`config.mk`:
```
export PLATFORM = sky130hd
export DESIGN_NAME = bfs_match
export DESIGN_NICKNAME = d
export VERILOG_FILES = /design/src/rtl/core/bfs_pkg.sv /design/src/rtl/core/bfs_match.sv
export SDC_FILE = /design/constraint.sdc
export NUM_CORES = 1
export LEC_CHECK = 0
export ABC_AREA = 1
export ABC_CLOCK_PERIOD_IN_PS = 4770
export BUFFER_PORTS_ARGS = -buffer_cell sky130_fd_sc_hd__buf_2
export CORE_MARGIN = 1
export CORE_UTILIZATION = 41
export DETAILED_ROUTE_END_ITERATION = 8
export SLEW_MARGIN = 40
export SYNTH_ARGS = -nofsm -noshare
export SYNTH_HDL_FRONTEND = slang
export SYNTH_SLANG_ARGS = --single-unit
```
`constraint.sdc`:
```
create_clock -name i_clk -period 4.77 [get_ports i_clk]
set_input_delay 1.1925 -clock i_clk [delete_from_list [all_inputs] [get_ports i_clk]]
set_output_delay 1.1925 -clock i_clk [all_outputs]
set_load 0.005 [all_outputs]
```
`src/rtl/core/bfs_pkg.sv`:
```
package bfs_pkg;

    // ring geometry and run limits
    localparam int DEPTH_LOG2 = 10;
    localparam int MAX_RUN    = 64;
    localparam int MAX_DELIM  = 4;

    localparam int PTR_W   = DEPTH_LOG2;
    localparam logic [PTR_W-1:0] RING_MASK = {PTR_W{1'b1}};
    localparam int CNT_W   = $clog2(MAX_RUN + 1);
    localparam int MLEN_W  = $clog2(MAX_DELIM + 1);

    // fixed field widths
    localparam int ACT_W   = 3;
    localparam int BYTE_W  = 8;
    localparam int RUN_W   = 7;
    localparam int DELIM_W = 32;
    localparam int DLEN_W  = 3;
    localparam int STS_W   = 2;
    localparam int SLEN_W  = 7;
    localparam int USED_W  = 10;
    localparam int WCNT_W  = 32;

    typedef enum logic [ACT_W-1:0] {
        ACT_WRITE = 3'd0,
        ACT_READ  = 3'd1,
        ACT_PEEK  = 3'd2,
        ACT_SCANC = 3'd3,
        ACT_SCANK = 3'd4
    } t_action;

    typedef enum logic [STS_W-1:0] {
        STS_OK       = 2'd0,
        STS_NOSPACE  = 2'd1,
        STS_NOTFOUND = 2'd2,
        STS_EMPTY    = 2'd3
    } t_status;

    typedef enum logic [1:0] {
        ST_IDLE,
        ST_SCAN,
        ST_EMIT
    } t_state;

    // matcher control from the sequencer
    typedef struct packed {
        logic clr;
        logic step;
    } t_match_ctl;

    // delimiter byte k, zero past the packed field
    function automatic logic [BYTE_W-1:0] delim_byte(input logic [DELIM_W-1:0] packed_d,
                                                     input logic [MLEN_W-1:0] k);
        logic [DELIM_W-1:0] sh;
        sh = packed_d >> (32'(k) * 8);
        return BYTE_W'(sh);
    endfunction

endpackage

```
`src/rtl/core/bfs_match.sv`:
```
module bfs_match (
    input  logic                        i_clk,
    input  logic                        i_rst_n,
    input  bfs_pkg::t_match_ctl         i_ctl,
    input  logic [bfs_pkg::DELIM_W-1:0] i_delim,
    input  logic [bfs_pkg::DLEN_W-1:0]  i_dlen,
    input  logic [bfs_pkg::BYTE_W-1:0]  i_byte,
    output logic                        o_hit
);
    import bfs_pkg::*;

    logic [DELIM_W-1:0] r_delim;
    logic [MLEN_W-1:0]  r_dlen;
    logic [MLEN_W-1:0]  r_mlen;
    logic [MLEN_W-1:0]  n_mlen;
    logic [MLEN_W-1:0]  dsat;
    logic [MLEN_W-1:0]  m_restart;
    logic               eq;

    // zero length means one, long ones clip
    always_comb begin
        if (i_dlen == '0) begin
            dsat = MLEN_W'(1);
        end else if (32'(i_dlen) > MAX_DELIM) begin
            dsat = MLEN_W'(MAX_DELIM);
        end else begin
            dsat = MLEN_W'(i_dlen);
        end
    end

    // on a mismatch, retry the same byte against the first delimiter byte
    always_comb begin
        if (i_byte != delim_byte(r_delim, r_mlen) && r_mlen != '0) begin
            m_restart = '0;
        end else begin
            m_restart = r_mlen;
        end
        eq = (i_byte == delim_byte(r_delim, m_restart));
        n_mlen = eq ? m_restart + MLEN_W'(1) : m_restart;
        o_hit = eq && (32'(n_mlen) >= 32'(r_dlen));
    end

    always_ff @(posedge i_clk) begin
        if (!i_rst_n) begin
            r_mlen <= '0;
        end else if (i_ctl.clr) begin
            r_mlen <= '0;
        end else if (i_ctl.step) begin
            r_mlen <= n_mlen;
        end
    end

    always_ff @(posedge i_clk) begin
        if (i_ctl.clr) begin
            r_delim <= i_delim;
            r_dlen  <= dsat;
        end
    end

endmodule

```
==> metrics.md <==
| Metric | Value |
|---|---|
| FF-to-FF path depth | `23` |
| Number of port buffers | `47` |
| Standard-cell rows | `27` |
| Clk Latency, worst-skew pair | `280 ps` |
| Hold Slack | `599 ps` |
| P&R area growth vs syn | `28.3%` |
| Clock Skews | `5.52 ps` |
| Pleak | `0.00161 uW` |
| Drt first pass iters | `4` |
| Syn Area/Cell | `7.40 sq um` |
| CTS tree | `yes` |
| Run status | `finished clean` |
| Worst r2r src | `r_mlen[2]` |
| Endpoints failing setup | `0` |
| Clk slew on worst S/H paths | `70 ps` |
| CTS Sinks | `38` |
| # IOs | `48` |
| GR Overflow Total | `0` |
| Final hold violations | `0` |
| Seq. cell area | `1110 sq um` |
| Critical path startpoint | `i_byte[1]` |
| Filler cell count | `527` |
| MaxCap Viol Count | `0` |
| Layout cells sized above 1 | `0.305` |
| Worst path required time | `3580 ps` |
| Initial DRC Count | `67` |
| Crit start category | `input port` |
| Final Non-Filler Cells | `452` |
| Post-synthesis compound-gate area fraction | `0.0277` |
| Die H | `77.7 microns` |
| Slew margin rel. | `0.489` |
| Initial antenna violation count | `0` |
| GP Congestion | `0.837` |
| Die ar. | `6030 sq um` |
| Commonest non-fill, non-tap cell in the layout | `nand2_1` |
| Wire length per cell | `10.7 microns` |
| Simple-Gate Fraction of Synth Area | `0.350` |
| Fin crit share | `0.979` |
| Core area | `5510 sq um` |
| CTS max path bufs | `2` |
| Footprint of the multi-input gates | `1110 sq um` |
| Worst Path Max Fanout | `6` |
| Critical path endpoint | `o_hit` |
| Seq cells post-synth | `38` |
| First-pass GRT wire length | `7570 microns` |
| Initial Util | `0.426` |
| CP Capture Type | `output port` |
| Diode count | `0` |
| Adder-cell area share of the yosys netlist | `0.0320` |
| Vias in the first global route | `1822` |
| RSZ-0062 raised after global routing | `yes` |
| Time the worst path needs with I/O delays and setup | `4670 ps` |
| Mux cell area share after synthesis | `0` |
| Fin. max-slew vios | `0` |
| Most frequent cells in the layout | `126 x nand2_1, 41 x buf_2, 40 x inv_1` |
| Worst-Margin Slew | `766 ps` |
| Worst R2R Setup Slack | `1930 ps` |
| Post-Syn Nets | `370` |
| Reg-to-Reg End | `r_mlen[0]` |
| Sequential area share after synthesis | `0.473` |
| H-Tree Depth | `2` |
| Gate Count Post-Synth | `317` |
| Largest net degree at the start of global routing | `37` |
| Nets | `432` |
| # DRC | `0` |
| Met2 Track Usage GR | `0.275` |
| Hold Path Class | `register to register` |
| Tot GR Track Use | `0.161` |
| CTS buffer count | `5` |
| GRT busiest layer | `met2` |
| Max Freq | `214 MHz` |
| Worst vdd ir | `0.000148 V` |
| Detail Route Antenna Nets | `0` |
| Die Wd | `77.7 microns` |
| P per Cell Area | `246 nW/um^2` |
| Clk root buf | `clkbuf_8` |
| Post-synthesis cell area | `2350 sq um` |
| Largest family of logic cells by synthesized area | `simple AND/OR/NAND/NOR gates` |
| Kind of critical path | `input port to output port` |
| Routing usage on met1 | `0.196` |
| Met3 global-route usage | `0.0424` |
| Routed Wire Length | `4820 microns` |
| XOR/XNOR Fraction of Synth Area | `0.00373` |
| Netlist cell types | `22` |
| YS warnings | `0` |
| Placed insts | `437` |
| Vias | `2045` |
| Via-to-Cell Ratio | `4.52` |
| Post-DP HPWL | `3370 microns` |
| Worst EP arrival | `3480 ps` |
routing by layer:
metal	vias to the layer above	wire length, microns	part of all wire
li1	1111	-	-
met1	891	2200	0.46
met2	39	2380	0.49
met3	4	184	0.038
met4	0	50	0.010
met5	-	0	0
Yosys cell counts (all sizes together):
cell type / number / area [sq um]
a21o: 1 / 7.51
a21oi: 4 / 20.0
nor2: 24 / 103
buf: 8 / 65.1
dfxtp: 3 / 60.1
a21boi: 1 / 7.51
nand2: 139 / 529
ha: 6 / 75.1
o21ai: 6 / 30.0
or2: 3 / 18.8
inv: 53 / 201
nand3: 33 / 170
xor2: 1 / 8.76
edfxtp: 35 / 1050
sequential cells by signal, summed over array words and instances (netlist names):
name     count
r_delim     32
r_dlen       3
r_mlen       3
how the worst min path moves through the flow:
| stage | from | cells past startpoint | slack [ps] | to |
|---|---|---|---|---|
| 2_1_floorplan | r_mlen[2] | 2 | 550 | r_mlen[2] |
| 3_3_place_gp | r_mlen[2] | 2 | 580 | r_mlen[2] |
| 3_5_place_dp | r_mlen[2] | 2 | 580 | r_mlen[2] |
| 4_1_cts | r_mlen[2] | 2 | 610 | r_mlen[2] |
| 5_1_grt | r_mlen[2] | 2 | 630 | r_mlen[2] |
| 6_report | r_mlen[2] | 2 | 600 | r_mlen[2] |
report_power, final:
group	total, uW	switching, uW	internal [uW]
Clock	204	103	100
Sequential	400	7.83	392
Combinational	137	78.8	57.9
critical path, cell delays in order:
cell and delay, ps:
buf_8 80, inv_4 30, nand3_2 50, nand2_1 50
inv_1 60, nand2_2 80, nor2_4 120, nand2_4 90
nand2_4 120, nand2_8 80, nand2_2 70, nand2_1 50
nand2_1 80, nand2_1 50, nand2_1 70, nand2_1 60
inv_2 60, nand2_2 70, nor2_4 170, nand3_4 110
ha_4 280, inv_2 30, a21boi_2 110, o21ai_1 70
a21oi_1 110, buf_2 120
logic make-up (layout without fill, tap and decap cells):
group                      Yosys count  in the layout
AOI/OAI and AO/OA                   12             12
xor gates and xnor gates             1              1
and+or+nand+nor                    199            200
DFF                                 38             38
adders and majority gates            6              6
buffers and inverters               61            123
final cells by class:
cell class | instances | area share
clock inverter | 2 | 0.00291
clock buffer | 6 | 0.0241
tap | 72 | 0.0299
sequential | 38 | 0.370
inverter | 53 | 0.0719
timing repair buffer | 62 | 0.133
multi-input combinational | 219 | 0.368
timing repair:
item | 4_1_cts | 5_1_grt
endpoints found under the setup margin | 1 | 1
gates cloned | 0 | 1
pin swaps | 0 | 30
resized for setup | 4 | 61
endpoints found under the hold margin | 0 | 0
buffers inserted | 0 | 6
hold buffers | 0 | 0
metrics by stage:
stage                     utilization  total power [uW]  setup slack, ps  setup TNS (ps)  area, sq um
final                           0.547               740             99.4               0         3010
after global routing            0.547               788             -100            -100         3010
after CTS                       0.504               729             21.2               0         2770
after detailed placement        0.486               519            -85.3           -85.3         2680
after floorplan                     -               476              512               0         2350
after global placement          0.486               517            -31.9           -31.9         2680
No activity file was read; power rests on OpenSTA's default activity.
